[config.mk]
export PLATFORM = sky130hd
export DESIGN_NAME = health_mode_controller
export DESIGN_NICKNAME = d
export VERILOG_FILES = /design/src/rtl/core/hmc_pkg.sv /design/src/rtl/core/health_mode_controller.sv /design/src/rtl/core/hmc_step.sv
export SDC_FILE = /design/constraint.sdc
export NUM_CORES = 1
export LEC_CHECK = 0
export BUFFER_PORTS_ARGS = -buffer_cell sky130_fd_sc_hd__buf_2
export CAP_MARGIN = 20
export CORE_ASPECT_RATIO = 0.6
export CORE_MARGIN = 4
export CORE_UTILIZATION = 25
export CTS_CLUSTER_SIZE = 16
export DETAILED_ROUTE_END_ITERATION = 10
export PLACE_DENSITY = 0.47
export RECOVER_POWER = 25
export SLEW_MARGIN = 20
export SYNTH_ARGS = -nofsm -noshare
export SYNTH_HDL_FRONTEND = slang
export SYNTH_SLANG_ARGS = --single-unit
[constraint.sdc]
create_clock -name clk -period 3.7 [get_ports clk]
set_clock_uncertainty 0.1 [all_clocks]
set_input_delay 0.185 -clock clk [delete_from_list [all_inputs] [get_ports clk]]
set_output_delay 0.185 -clock clk [all_outputs]
set_load 0.01 [all_outputs]
[src/rtl/core/hmc_pkg.sv]
// Shared types and constants for the health mode controller.
// Holds the in/out word layouts, state and configuration structs and codes.
// No dependencies.
`timescale 1ns / 1ps
`default_nettype none

package hmc_pkg;

    // Mode codes
    localparam logic [1:0] MODE_NORMAL   = 2'd0;
    localparam logic [1:0] MODE_REDUCED  = 2'd1;
    localparam logic [1:0] MODE_SAFE     = 2'd2;
    localparam logic [1:0] MODE_RECOVERY = 2'd3;

    // Event codes
    localparam logic [1:0] OP_TICK    = 2'd0;
    localparam logic [1:0] OP_HEALTH  = 2'd1;
    localparam logic [1:0] OP_FAILURE = 2'd2;
    localparam logic [1:0] OP_SUCCESS = 2'd3;

    // Configuration register indexes
    localparam logic [1:0] CFG_HOLDOFF = 2'd0;
    localparam logic [1:0] CFG_DEGRADE = 2'd1;
    localparam logic [1:0] CFG_SAFE    = 2'd2;
    localparam logic [1:0] CFG_RESTORE = 2'd3;

    // Reset values of the configuration registers
    localparam logic [15:0] HOLDOFF_RESET = 16'd5000;
    localparam logic [7:0]  DEGRADE_RESET = 8'd80;
    localparam logic [7:0]  SAFE_RESET    = 8'd60;
    localparam logic [7:0]  RESTORE_RESET = 8'd85;

    // Hysteresis around the degrade level and failure run that forces recovery
    localparam logic [8:0] HYSTERESIS = 9'd5;
    localparam logic [7:0] FAIL_LIMIT = 8'd3;

    localparam logic [15:0] TIMER_MAX = 16'hFFFF;
    localparam logic [7:0]  FAIL_MAX  = 8'hFF;

    typedef struct packed {
        logic [1:0] opcode;
        logic [7:0] health;
    } in_word_t;

    typedef struct packed {
        logic [1:0] mode;
        logic [1:0] prior_mode;
        logic       mode_changed;
        logic [7:0] failure_count;
        logic       streaming_enabled;
        logic       high_quality_enabled;
        logic       telemetry_enabled;
        logic       monitoring_enabled;
    } out_word_t;

    typedef struct packed {
        logic [1:0]  mode;
        logic [1:0]  prior_mode;
        logic [15:0] holdoff_timer;
        logic [7:0]  fail_count;
    } hmc_state_t;

    typedef struct packed {
        logic [15:0] holdoff_ms;
        logic [7:0]  degrade_level;
        logic [7:0]  safe_level;
        logic [7:0]  restore_level;
    } hmc_cfg_t;

endpackage

`default_nettype wire

[src/rtl/core/health_mode_controller.sv]
// Top level of the health mode controller: input register, step logic, result register.
// Depends on hmc_pkg and hmc_step.
`timescale 1ns / 1ps
`default_nettype none

// One event word in, one result word out. Each word is held in the input
// register and then moves into the result register, and a new word is taken
// every cycle as long as the result side keeps up; the mode, prior mode,
// hold-off timer and failure counter are updated in that one step, which sets
// the one-word-per-cycle rate. The configuration registers take effect on the
// next event and are meant to be written while no word is in flight.
module health_mode_controller
    import hmc_pkg::*;
(
    input  logic      clk,
    input  logic      rst_n,
    input  logic      in_valid,
    output logic      in_ready,
    input  in_word_t  in_word,
    output logic      out_valid,
    input  logic      out_ready,
    output out_word_t out_word,
    input  logic      cfg_we,
    input  logic [1:0] cfg_index,
    input  logic [15:0] cfg_data
);

    hmc_cfg_t   cfg_reg;
    hmc_state_t state_reg;
    hmc_state_t state_next;
    in_word_t   item_reg;
    logic       item_valid_reg;
    out_word_t  out_reg;
    out_word_t  out_next;
    logic       out_valid_reg;
    logic       advance;

    // Move the held word on when the result register is free or being drained
    assign advance  = item_valid_reg && (!out_valid_reg || out_ready);
    assign in_ready = !item_valid_reg || advance;
    assign out_valid = out_valid_reg;
    assign out_word  = out_reg;

    // Configuration registers
    always_ff @(posedge clk or negedge rst_n)
    begin
        if (!rst_n)
        begin
            cfg_reg.holdoff_ms    <= HOLDOFF_RESET;
            cfg_reg.degrade_level <= DEGRADE_RESET;
            cfg_reg.safe_level    <= SAFE_RESET;
            cfg_reg.restore_level <= RESTORE_RESET;
        end
        else if (cfg_we)
        begin
            case (cfg_index)
                CFG_HOLDOFF: cfg_reg.holdoff_ms    <= cfg_data;
                CFG_DEGRADE: cfg_reg.degrade_level <= cfg_data[7:0];
                CFG_SAFE:    cfg_reg.safe_level    <= cfg_data[7:0];
                CFG_RESTORE: cfg_reg.restore_level <= cfg_data[7:0];
                default:     cfg_reg.holdoff_ms    <= cfg_reg.holdoff_ms;
            endcase
        end
    end

    // Input register
    always_ff @(posedge clk or negedge rst_n)
    begin
        if (!rst_n)
            item_valid_reg <= 1'b0;
        else if (in_ready)
            item_valid_reg <= in_valid;
    end

    always_ff @(posedge clk)
    begin
        if (in_valid && in_ready)
            item_reg <= in_word;
    end

    hmc_step u_step (
        .state      (state_reg),
        .cfg        (cfg_reg),
        .item       (item_reg),
        .state_next (state_next),
        .result     (out_next)
    );

    // Controller state advances once per word
    always_ff @(posedge clk or negedge rst_n)
    begin
        if (!rst_n)
        begin
            state_reg.mode          <= MODE_NORMAL;
            state_reg.prior_mode    <= MODE_NORMAL;
            state_reg.holdoff_timer <= 16'd0;
            state_reg.fail_count    <= 8'd0;
        end
        else if (advance)
        begin
            state_reg <= state_next;
        end
    end

    // Result register
    always_ff @(posedge clk or negedge rst_n)
    begin
        if (!rst_n)
            out_valid_reg <= 1'b0;
        else if (advance)
            out_valid_reg <= 1'b1;
        else if (out_ready)
            out_valid_reg <= 1'b0;
    end

    always_ff @(posedge clk)
    begin
        if (advance)
            out_reg <= out_next;
    end

    // A reported change always names two different modes
    assert property (@(posedge clk) disable iff (!rst_n)
        out_valid && out_word.mode_changed |-> out_word.mode != out_word.prior_mode)
        else $error("mode change reported with equal prior mode");

    // The result word mirrors the controller state after its event
    assert property (@(posedge clk) disable iff (!rst_n)
        advance |=> out_word.mode == state_reg.mode
                    && out_word.failure_count == state_reg.fail_count)
        else $error("result word out of step with controller state");

    // Any mode change restarts the hold-off timer
    assert property (@(posedge clk) disable iff (!rst_n)
        advance && out_next.mode_changed |=> state_reg.holdoff_timer == 16'd0)
        else $error("hold-off timer not restarted on mode change");

    // Input is only held off while a word waits in the input register and the result register is full
    assert property (@(posedge clk) disable iff (!rst_n)
        !in_ready |-> item_valid_reg && out_valid_reg)
        else $error("input stalled with room in the pipeline");

endmodule

`default_nettype wire

[src/rtl/core/hmc_step.sv]
// Next-state and result logic for one event of the health mode controller.
// Depends on hmc_pkg for the word, state and configuration types.
`timescale 1ns / 1ps
`default_nettype none

module hmc_step
    import hmc_pkg::*;
(
    input  hmc_state_t state,
    input  hmc_cfg_t   cfg,
    input  in_word_t   item,
    output hmc_state_t state_next,
    output out_word_t  result
);

    logic [1:0] target;
    logic       holdoff_met;
    logic       health_change;
    logic [8:0] health_ext;
    logic [8:0] degrade_ext;
    logic [7:0] fail_inc;
    logic       changed;
    logic [1:0] mode_sel;
    logic [7:0] fail_next;
    logic [15:0] timer_next;

    assign health_ext  = {1'b0, item.health};
    assign degrade_ext = {1'b0, cfg.degrade_level};
    assign holdoff_met = (state.holdoff_timer >= cfg.holdoff_ms);
    assign fail_inc    = (state.fail_count == FAIL_MAX) ? FAIL_MAX : state.fail_count + 8'd1;

    // Pick the health-driven target mode
    always_comb
    begin
        target = state.mode;
        if (item.health < cfg.safe_level)
        begin
            target = MODE_SAFE;
        end
        else if (item.health < cfg.degrade_level)
        begin
            if (state.mode == MODE_NORMAL)
                target = MODE_REDUCED;
        end
        else if (item.health > cfg.restore_level)
        begin
            if (state.mode == MODE_REDUCED)
                target = MODE_NORMAL;
        end
    end

    // Gate the health change by hold-off and hysteresis
    always_comb
    begin
        health_change = holdoff_met && (target != state.mode);
        if (state.mode == MODE_NORMAL && target == MODE_REDUCED
            && !(health_ext + HYSTERESIS < degrade_ext))
            health_change = 1'b0;
        if (state.mode == MODE_REDUCED && target == MODE_NORMAL
            && !(health_ext > degrade_ext + HYSTERESIS))
            health_change = 1'b0;
    end

    // Apply the event
    always_comb
    begin
        changed    = 1'b0;
        mode_sel   = state.mode;
        fail_next  = state.fail_count;
        timer_next = state.holdoff_timer;
        case (item.opcode)
            OP_TICK:
            begin
                if (state.holdoff_timer != TIMER_MAX)
                    timer_next = state.holdoff_timer + 16'd1;
            end
            OP_HEALTH:
            begin
                changed  = health_change;
                mode_sel = target;
            end
            OP_FAILURE:
            begin
                fail_next = fail_inc;
                changed   = (fail_inc >= FAIL_LIMIT) && (state.mode != MODE_RECOVERY);
                mode_sel  = MODE_RECOVERY;
            end
            default:
            begin
                if (state.fail_count != 8'd0)
                    fail_next = state.fail_count - 8'd1;
            end
        endcase
    end

    // Commit the new state; a change restarts the hold-off timer
    always_comb
    begin
        state_next.fail_count = fail_next;
        if (changed)
        begin
            state_next.mode          = mode_sel;
            state_next.prior_mode    = state.mode;
            state_next.holdoff_timer = 16'd0;
        end
        else
        begin
            state_next.mode          = state.mode;
            state_next.prior_mode    = state.prior_mode;
            state_next.holdoff_timer = timer_next;
        end
    end

    // Build the result word from the state after the event
    always_comb
    begin
        result.mode                 = state_next.mode;
        result.prior_mode           = state_next.prior_mode;
        result.mode_changed         = changed;
        result.failure_count        = fail_next;
        result.streaming_enabled    = (state_next.mode != MODE_RECOVERY);
        result.high_quality_enabled = (state_next.mode == MODE_NORMAL);
        result.telemetry_enabled    = (state_next.mode != MODE_RECOVERY);
        result.monitoring_enabled   = (state_next.mode == MODE_NORMAL)
                                      || (state_next.mode == MODE_REDUCED);
    end

endmodule

`default_nettype wire
; ---- After elaboration in Yosys (flattened, before gate mapping)
; Cells that the tools add are included.
[word_totals]
ff_bits = 96
elab_cells = 91
[classes]
n_addsub = 5
n_lt_le_gt_ge = 7
eq_ne = 13
n_mux = 17
reduce_logical = 30
[ops]
columns = op, n
row1 = two-way mux 16 bit, 2
row2 = two-way mux 20 bit, 1
row3 = adder 8 x 3 -> 9 bit (second input constant), 2
row4 = adder 16 x 1 -> 16 bit (second input constant), 1
row5 = greater-or-equal comparator 16 bit, 1
row6 = < comparator 8 bit, 2
row7 = two-way mux 8 bit, 2
row8 = inequality test 16 bit (second input constant), 1
row9 = case mux 8 bit (2 select lines), 1
row10 = == test 2 x 1 -> 1 bit (second input constant), 5
row11 = zero test 2 bit, 5
row12 = two-way mux 2 bit, 5
row13 = greater-than comparator 8 x 9 -> 1 bit, 1
row14 = < comparator 9 x 8 -> 1 bit, 1
row15 = adder 8 x 1 -> 8 bit (second input constant), 1
row16 = == test 8 bit (second input constant), 1
row17 = greater-or-equal comparator 8 x 2 -> 1 bit (second input constant), 1
row18 = greater-than comparator 8 bit, 1
row19 = logical AND 1 bit, 8
row20 = AND reduction 2 bit, 4
row21 = nonzero test 8 bit, 1
row22 = subtractor 8 x 1 -> 8 bit (second input constant), 1
row23 = == test 2 bit (second input constant), 3
row24 = nonzero test 2 bit, 3
row25 = other kinds (9), 18

; ---- Depth between registers and ports, before layout
; Gate-level depths: netlist (run 1).
[logic_depth]
word_depth = 14
ltp_mapped = 14
mapped_depth_nobuf = 12

; ---- Cells and area by module
; A second synthesis (run 1) with hierarchy kept.
[unflattened]
cells_unflattened = 595
area_unflattened_um2 = 6446.2
[by_module_without_submodules]
columns = module, n_inst, cells_each, area_each_um2, seq_area_each_um2
row1 = health_mode_controller, 1, 180, 3454.6, 2581.2
row2 = hmc_step, 1, 415, 2991.6, 0.0

; ---- Least setup slack after synthesis (run 1)
; OpenSTA, ideal clock, no wires.
[synth_path]
path_type = reg-to-reg
from = reg cfg_reg[20] (netlist name)
to = reg out_reg, in the netlist out_word[13] (data pin)
setup_ps = 260
arrival_time_ps = 2610
t_required_ps = 3340
path_slack_ps = 730
stages_incl_launch_ff = 13
synth_period_minus_slack_ps = 2970
path_cell_list = dfstp_2 -> inv_1 -> nor3_1 -> nand3_1 -> xnor2_1 -> ha_1 -> nand3_1 -> nor2_1 -> a41oi_1 -> o31ai_2 -> o211ai_2 -> a21o_1 -> mux2_2
[synth_rtl]
columns = element, line_no
row1 = "start, declared", health_mode_controller.sv:28  ; hmc_cfg_t cfg_reg;
row2 = "end signal, assigned", health_mode_controller.sv:119  ; out_reg <= out_next;
row3 = "end, declared", health_mode_controller.sv:33  ; out_word_t out_reg;

==> run metrics, run 1 <==
fmax=0.296 GHz; vias per cell=4.55; Core Rows=43; number of synthesized flops with an enable pin=26; mapped cell area=5940 um2; post-detail-place hpwl=11500 um; ys flop type=dfrtp_1; Max Cap Viol=0; CTS Root Cell=clkbuf_16; worst rel slew slack=23.4%; dpl cells=932; crit share post-route=91.4%; Post-Layout Cell Count=972; IO Pins=52; Post-CTS Resized=0; CTS Buf Count=9; min Tclk post-route=3.38 ns; Total Nets Final=750; WL per Instance=15.8 um; critical path required time=3.71 ns; Skew-Pair Late Insertion Delay=0.36 ns; Initial Util=25.5%; final WL=15300 um; Worst-Margin Slew=1.15 ns; P per Cell Area=495 nW/um2; Post-Syn Nets=673; arrival time worst endpoint=3.39 ns; # fillers=2451; synthesized area per cell=10.3 um2; # clock sinks=96; Startpoint Class=flip-flop; DRC violation count after routing=0; GRT overflow=0; Final TNS setup=0 ns; Routed Antenna Nets=0; share of cells above drive strength 1=18.6%; Setup violations, final=0; Die Y=127 um; vias in the first global route=4305; Seq/Total Area, Yosys=43.0%; Placer Congestion=0.775; first-pass GRT wire length=24900 um; worst path cell trace=ha_1, o21ai_0, xnor2_1, ha_1, o21a_1, o211ai_1, o221ai_1, a311oi_1, a21o_1, mux2_2; final setup margin=0.318 ns; Crit. End Element=flip-flop; VDD IR-drop max=0.000222 V; Critical-path top delay cell=edfxtp_1; clock-pin slew on the worst setup and hold paths=0.08 ns; synth unique cells=63; core area=23200 um2; largest fanout on the critical path=6; Seq cells post-synth=96; number of flip-flops under the largest register name=40; initial DRC count=279; Die ar.=26400 um2; status=complete, no violations; min-delay worst type=in2reg; CTS tree=done; Pre-antenna DRT Iters=6; yosys warns=0; cell mode on critical path=ha_1; Async SR Flop Fraction=72.9%; clk buf depth=2; pre-CTS WS=0.362 ns; Area growth, synth to finish=18.8%; via count=4422; gr usage total=12.3%; Ant. Diodes=0; chip width=207 um; initial antenna violation count=0; Worst path max stage delay=0.51 ns; largest net degree at the start of global routing=71; RSZ-0062 raised after global routing=no; Crit Path Class=reg2reg; Final Max Tran Viols=0; final hold vios=0; H-tree depth=3; Cells after Synth=575; PortBufs=51; Pleak=0.00302 uW
## synth_stat cells, types with 3 or more instances
library cell  count  area [um2]
ha_1             65         813
inv_1            58         218
dfrtp_1          55        1380
nand2_1          47         176
o21ai_0          36         180
mux2_2           34         383
nor2_1           33         124
a21oi_1          26         130
edfxtp_1         26         781
xnor2_1          22         193
dfstp_2          15         394
nand3_1          14        70.1
nand4_1          11        68.8
nor3_1            8        40.0
xor2_1            8        70.1
nand2b_1          7        43.8
o211ai_1          7        52.6
and2_1            6        37.5
clkbuf_1          6        22.5
nor2b_1           6        37.5
o21a_1            5        37.5
and4_1            4        35.0
nand3b_1          4        30.0
a211o_1           3        26.3
a21o_1            3        22.5
a22oi_1           3        22.5
a31oi_1           3        18.8
a41oi_1           3        26.3
buf_2             3        15.0
mux2i_1           3        30.0
o2111ai_1         3        26.3
o22ai_1           3        18.8
or3_1             3        18.8
## worst max-delay path, delay by kind of cell, from the launching register on
kind	cells	cell delay [ns]
fa+ha+maj	2	0.52
flops	1	0.51
mux	1	0.36
compound gates	6	1.50
xor+xnor	1	0.14
## logic make-up after synthesis
kind of cell | after synthesis | share of synthesized area, %
buf+inv | 72 | 5.01
compound gates | 123 | 13.9
fa+ha+maj | 65 | 13.7
simple gates | 150 | 12.6
xor+xnor | 30 | 4.42
flops | 96 | 43.0
mux | 39 | 7.46
## power breakdown
| group | switching, uW | total (uW) | internal (uW) |
|---|---|---|---|
| combinational | 589 | 1070 | 484 |
| clock | 453 | 915 | 462 |
| sequential | 196 | 1500 | 1300 |
| total | 1240 | 3490 | 2250 |
## layout make-up
cell class,instances,area (um2),area share [%]
multi-input cells,407,3090,43.8
inverters,58,218,3.09
clock buffers,9,225,3.19
well taps,315,394,5.59
repair buffers,80,523,7.42
clock inverters,7,51.3,0.727
flip-flops and latches,96,2550,36.2
## worst paths after layout
path,startpoint,to,slack [ns],cells after the start
min in group asynchronous,rst_n,state_reg[19]$_DFFE_PN0P_,0.39,2
max in group asynchronous,rst_n,cfg_reg[14]$_DFFE_PN0P_,2.45,2
worst min register to register,item_valid_reg$_DFFE_PN0N_,out_valid$_DFFE_PN0P_,0.40,1
worst max-delay path,item_reg[1]$_DFFE_PP_,out_word[14]$_DFFE_PP_,0.32,10
worst max register to register,item_reg[1]$_DFFE_PP_,out_word[14]$_DFFE_PP_,0.32,10
worst min-delay path,cfg_data[1],cfg_reg[25]$_DFFE_PN0P_,0.05,3
## placed cells by master, fill, tap and decap left out, types with 4 or more instances in the layout
| cell | instances |
|---|---|
| dlygate4sd3_1 | 24 |
| and4_1 | 4 |
| nand2b_1 | 7 |
| nand4_1 | 11 |
| nand3_1 | 14 |
| nor3_1 | 8 |
| edfxtp_1 | 26 |
| buf_4 | 5 |
| xor2_1 | 8 |
| nand2_1 | 47 |
| inv_1 | 58 |
| nand3b_1 | 4 |
| and2_1 | 6 |
| clkbuf_1 | 8 |
| mux2_2 | 34 |
| a21oi_1 | 26 |
| clkbuf_16 | 9 |
| ha_1 | 65 |
| buf_2 | 43 |
| nor2_1 | 33 |
| nor2b_1 | 6 |
| o21ai_0 | 36 |
| dfstp_2 | 15 |
| o21a_1 | 5 |
| xnor2_1 | 22 |
| dfrtp_1 | 55 |
| o211ai_1 | 7 |
## per-stage QoR
step	utilization [%]	instance area [um2]	hold slack, ns	total power (uW)
after floorplan	-	5940	-0.211	2240
after global placement	28.2	6550	0.266	2570
after detailed placement	28.2	6550	0.264	2570
after CTS	30.4	7070	0.0213	3540
after global routing	30.3	7050	0.0517	3760
final	30.3	7050	0.0500	3490
## per-layer routing
layer,GRT usage (%),wire [um]
met1,21.1,9080
met2,14.4,5380
met3,2.84,780
met4,3.15,106
met5,0,0
## timing repair
item,CTS,global route
endpoints found under the hold margin,78,0
buffers inserted,0,0
hold buffers,24,0
Note: power is estimated with default switching activity, not from simulation.
==> inputs of run 2 (changes only) <==
--- a/config.mk
+++ b/config.mk
@@ -12,9 +12,11 @@
 export CORE_UTILIZATION = 25
 export CTS_CLUSTER_SIZE = 16
 export DETAILED_ROUTE_END_ITERATION = 10
+export GPL_TIMING_DRIVEN = 0
 export PLACE_DENSITY = 0.47
 export RECOVER_POWER = 25
 export SLEW_MARGIN = 20
 export SYNTH_ARGS = -nofsm -noshare
 export SYNTH_HDL_FRONTEND = slang
 export SYNTH_SLANG_ARGS = --single-unit
+export TNS_END_PERCENT = 20
==> run metrics, run 2 (synthesis results as in run 1) <==
status=finished, violations left; failing checks=capacitance limit, slew limit; Final Max Tran Viols=35; clock-pin slew on the worst setup and hold paths=0.08 ns; Die ar.=26400 um2; clk buf depth=2; Final TNS setup=0 ns; initial DRC count=244; largest net degree at the start of global routing=37; Setup violations, final=0; Ant. Diodes=0; min-delay worst type=in2reg; Routed Antenna Nets=0; WHS=0.0297 ns; GRT overflow=0; # clock sinks=96; share of cells above drive strength 1=19.5%; Skew-Pair Late Insertion Delay=0.36 ns; fin area=7160 um2; CTS Buf Count=9; fmax=0.287 GHz; Placed Area=6610 um2; Max Cap Viol=1; post-detail-place hpwl=11600 um; Crit Path Class=reg2reg; Placer Congestion=0.823; Startpoint Class=flip-flop; CTS tree=done; worst rel slew slack=-34.6%; critical path required time=3.71 ns; vias in the first global route=4367; Pre-antenna DRT Iters=5; PortBufs=51; largest fanout on the critical path=5; WL per Instance=15.5 um; Die Y=127 um; multi-input logic area=3090 um2; arrival time worst endpoint=3.50 ns; Initial Util=25.5%; Core Rows=43; crit share post-route=94.3%; Pleak=0.00308 uW; H-tree depth=3; core area=23200 um2; Register Area=2550 um2; VDD IR-drop max=0.000236 V; dpl cells=942; gr usage total=12.3%; commonest non-fill, non-tap cells in the layout=65 x ha_1, 58 x inv_1, 55 x dfrtp_1, 49 x buf_2, 47 x nand2_1; initial antenna violation count=0; pre-CTS WS=0.278 ns; final WL=15200 um; CTS Root Cell=clkbuf_16; Post-CTS Resized=0; min Tclk post-route=3.49 ns; Area growth, synth to finish=20.6%; vias per cell=4.49; Total Nets Final=761; Crit. End Element=flip-flop; P per Cell Area=498 nW/um2; first-pass GRT wire length=25100 um; # fillers=2460; most common cell after layout, fill and taps aside=ha_1; IO Pins=52; RSZ-0062 raised after global routing=no; via count=4413; final hold vios=0; Worst-Margin Slew=2.02 ns; chip width=207 um; Post-Layout Cell Count=983; final setup margin=0.212 ns; number of flip-flops under the largest register name=40; DRC violation count after routing=0
[run 2: changes by cell type in the layout (fill, tap and decap cells not counted), moves of 2 or more]
cell and change:
buf_2 +6, buf_4 -3, buf_6 +2, clkbuf_1 +2
clkbuf_2 +2
[run 2: final cells by class]
cell class	count	area share (%)
timing repair buffer	77	7.25
inverter	58	3.04
sequential	96	35.6
clock inverter	5	0.594
clock buffer	11	3.69
multi-input combinational	407	43.1
tap	315	5.51
buffer	14	1.14
[run 2: layer usage]
metal | vias up | track usage [%] | part of all wire (%)
met1 | 2074 | 20.8 | 61
li1 | 2247 | - | -
met3 | 11 | 3.78 | 4.7
met2 | 81 | 14.6 | 34
met5 | - | 0 | 0
met4 | 0 | 2.21 | 0.65
[run 2: metrics by stage]
| step | utilization, % | total power, uW |
|---|---|---|
| finish | 30.8 | 3560 |
| detailed placement | 28.4 | 2580 |
| floorplan | - | 2240 |
| global placement | 28.3 | 2580 |
| global route | 30.8 | 3850 |
| CTS | 30.8 | 3610 |
[run 2: repair_timing]
action / in CTS / in global routing
hold buffers: 25 / 0
buffers inserted: 0 / 0
endpoints found under the hold margin: 46 / 0
[run 2: report_power, final]
group | total [uW] | internal, uW | switching [uW]
Clock | 978 | 526 | 452
Sequential | 1470 | 1310 | 161
Combinational | 1120 | 496 | 623
[run 2: worst paths after layout]
check,slack (ns),start,to,cells after the start
worst max register to register,0.21,item_reg[0]$_DFFE_PP_,out_word[13]$_DFFE_PP_,10
max in group asynchronous,1.50,rst_n,state_reg[12]$_DFFE_PN0P_,2
worst min register to register,0.41,state_reg[25]$_DFFE_PN0P_,state_reg[25]$_DFFE_PN0P_,1
min in group asynchronous,0.83,rst_n,state_reg[16]$_DFFE_PN0P_,2
worst max-delay path,0.21,item_reg[0]$_DFFE_PP_,out_word[13]$_DFFE_PP_,10
worst min-delay path,0.03,cfg_data[6],cfg_reg[30]$_DFFE_PN0P_,3
[run 2: worst max-delay path, cell delays in order, from the launching register on]
cell	delay, ns
edfxtp_1	0.53
ha_1	0.31
o21ai_0	0.23
xnor2_1	0.15
ha_1	0.25
o21a_1	0.17
o211ai_1	0.16
o221ai_1	0.22
a311oi_1	0.43
a21o_1	0.32
mux2_2	0.38
==> inputs of run 3 (changes only) <==
--- a/config.mk
+++ b/config.mk
@@ -18,5 +18,6 @@
 export SLEW_MARGIN = 20
 export SYNTH_ARGS = -nofsm -noshare
 export SYNTH_HDL_FRONTEND = slang
+export SYNTH_HIERARCHICAL = 1
 export SYNTH_SLANG_ARGS = --single-unit
 export TNS_END_PERCENT = 20
==> run metrics, run 3 <==
status=finished, violations left; failing checks=capacitance limit, slew limit; Register Area=2580 um2; Placed Area=7140 um2; Initial Util=25.4%; Die ar.=28500 um2; Crit. End Element=flip-flop; GRT overflow=0; Setup violations, final=0; synthesized area per cell=10.8 um2; Pleak=0.00333 uW; Skew-Pair Late Insertion Delay=0.35 ns; final setup margin=0.148 ns; CTS Buf Count=9; post-synth top area share=21.4%; # fillers=2649; Ant. Diodes=0; pre-CTS WS=0.215 ns; vias per cell=4.61; Total Nets Final=776; Met1 Routed Length=9530 um; largest net degree at the start of global routing=40; initial antenna violation count=0; gr usage total=11.3%; Core Rows=45; Routed Antenna Nets=0; Switching Power=1420 uW; Synth area leaders=dfrtp_1 21%, ha_1 13%, edfxtp_1 13%, mux2_2 12%, dfstp_2 6.1%; final hold vios=0; Pre-antenna DRT Iters=5; critical path required time=3.72 ns; top-count cell post-synth=mux2_2; top sig layer=met4; met3 WL=626 um; vias in the first global route=4517; Startpoint Class=flip-flop; Cells after Synth=595; share of cells above drive strength 1=28.8%; Net Sw Frac=35.1%; fin area=7610 um2; Crit Path Class=reg2reg; Clock Power Share=23.3%; cells on worst reg2reg path=12; VDD IR-drop max=0.000173 V; Post-synth top cells=68 x mux2_2, 65 x ha_1, 55 x dfrtp_1, 54 x inv_1, 30 x nand2_1; Int Power=2620 uW; Final Max Tran Viols=32; largest fanout on the critical path=6; yosys warns=6; DRC violation count after routing=0; CTS tree=done; Die Y=132 um; number of synthesized flops with an enable pin=27; CP startpoint=cfg_reg[16]$_DFFE_PN0P_; end of the worst hold path=cfg_reg[3]$_DFFE_PN0P_; Placer Congestion=0.811; clk buf depth=2; WL per Instance=15.7 um; clock-pin slew on the worst setup and hold paths=0.07 ns; Seq cells post-synth=97; commonest non-fill, non-tap cells in the layout=68 x mux2_2, 65 x ha_1, 55 x dfrtp_1, 54 x inv_1, 52 x buf_2; first-pass GRT wire length=25500 um; initial DRC count=277; Post-Layout Cell Count=1012; RSZ-0062 raised after global routing=yes; ys flop type=dfrtp_1; PortBufs=51; via count=4666; post-detail-place hpwl=12100 um; FF-to-FF Start=cfg_reg[16]$_DFFE_PN0P_; worst rel slew slack=-40.5%; Final TNS setup=0 ns; arrival time worst endpoint=3.57 ns; WHS Path Cells=2; Sequential Power Share=38.6%; Worst-Margin Slew=2.11 ns; r2r endpoint=out_word[3]$_DFFE_PP_; Area growth, synth to finish=18.1%; mapped cell area=6450 um2; most common cell after layout, fill and taps aside=mux2_2; synth unique cells=65; Seq/Total Area, Yosys=40.0%; Max Cap Viol=1; Async SR Flop Fraction=72.2%; P per Cell Area=530 nW/um2; final WL=15900 um; CTS Root Cell=clkbuf_16; IO Pins=52; Tot Pwr=4030 uW; Register-to-Register Setup Slack=0.15 ns; number of flip-flops under the largest register name=40; min Tclk post-route=3.55 ns; H-tree depth=3; Setup Buffers After CTS=0; worst hold start=cfg_data[3]; min-delay worst type=in2reg; length of routed met2 wiring=5650 um; Logic pwr share=38.1%; dpl cells=976; fmax=0.282 GHz; multi-input logic area=3430 um2; crit share post-route=96.0%; # clock sinks=97; Synth area leader=dfrtp_1; chip width=215 um; Post-Syn Nets=693; core area=25300 um2
-- run 3: power groups by stage --
| stage | Sequential, uW | Clock, uW | Combinational, uW |
|---|---|---|---|
| finish | 1560 | 941 | 1540 |
| global route | 1590 | 1030 | 1720 |
| CTS | 1560 | 985 | 1530 |
| detailed placement | 1580 | 0 | 1510 |
| global placement | 1570 | 0 | 1500 |
| floorplan | 1530 | 0 | 1150 |
-- run 3: repair_timing --
item,4_1_cts,5_1_grt
hold buffers,20,0
resized for setup,0,2
setup endpoints to repair,0,11
endpoints found under the hold margin,47,0
-- run 3: layout make-up --
class	count	area share, %
well taps	329	5.41
clock inverters	6	0.773
clock buffers	10	3.01
plain buffers	31	2.99
repair buffers	72	6.15
multi-input cells	413	45.1
flip-flops and latches	97	33.9
inverters	54	2.66
-- run 3: metal layers --
metal | GRT usage, % | vias up
met5 | 0 | -
met1 | 19.3 | 2255
li1 | - | 2323
met2 | 13.7 | 78
met3 | 2.72 | 10
met4 | 2.15 | 0
-- run 3: cells by family after synthesis --
kind of cell	count (synthesis)	share of synthesized area [%]
buffers and inverters	85	6.68
AOI/OAI and AO/OA	125	13.9
xor gates and xnor gates	31	4.21
adders and majority gates	65	12.6
and+or+nand+nor	121	10.2
muxes	71	12.3
DFF	97	40.0
-- run 3: critical path, cell delays in order (launching register included) --
cell and delay (ns):
dfrtp_1 0.46, ha_1 0.28, o2111ai_2 0.23, xnor2_1 0.09, ha_1 0.31, nand4_1 0.16, nor3_1 0.23, a211o_1 0.15
o211ai_2 0.10, o32a_4 0.42, o31ai_4 0.36, nand4_1 0.23, buf_4 0.19
-- run 3: how the worst max path moves through the flow --
stage	to	cells after the start	slack [ns]
floorplan	state_reg[12]$_DFFE_PN0P_	13	0.62
global placement	state_reg[23]$_DFFE_PN0P_	13	0.23
detailed placement	out_word[3]$_DFFE_PP_	12	0.21
CTS	out_word[3]$_DFFE_PP_	12	0.19
global route	out_word[3]$_DFFE_PP_	12	-0.006
finish	out_word[3]$_DFFE_PP_	12	0.15
-- run 3: stage by stage --
| stage | utilization (%) | hold WS, ns |
|---|---|---|
| 6_report | 30.0 | 0.0345 |
| 5_1_grt | 30.0 | 0.0277 |
| 4_1_cts | 30.1 | 0.0180 |
| 3_5_place_dp | 28.2 | 0.0873 |
| 3_3_place_gp | 28.1 | 0.264 |
| 2_1_floorplan | - | -0.211 |
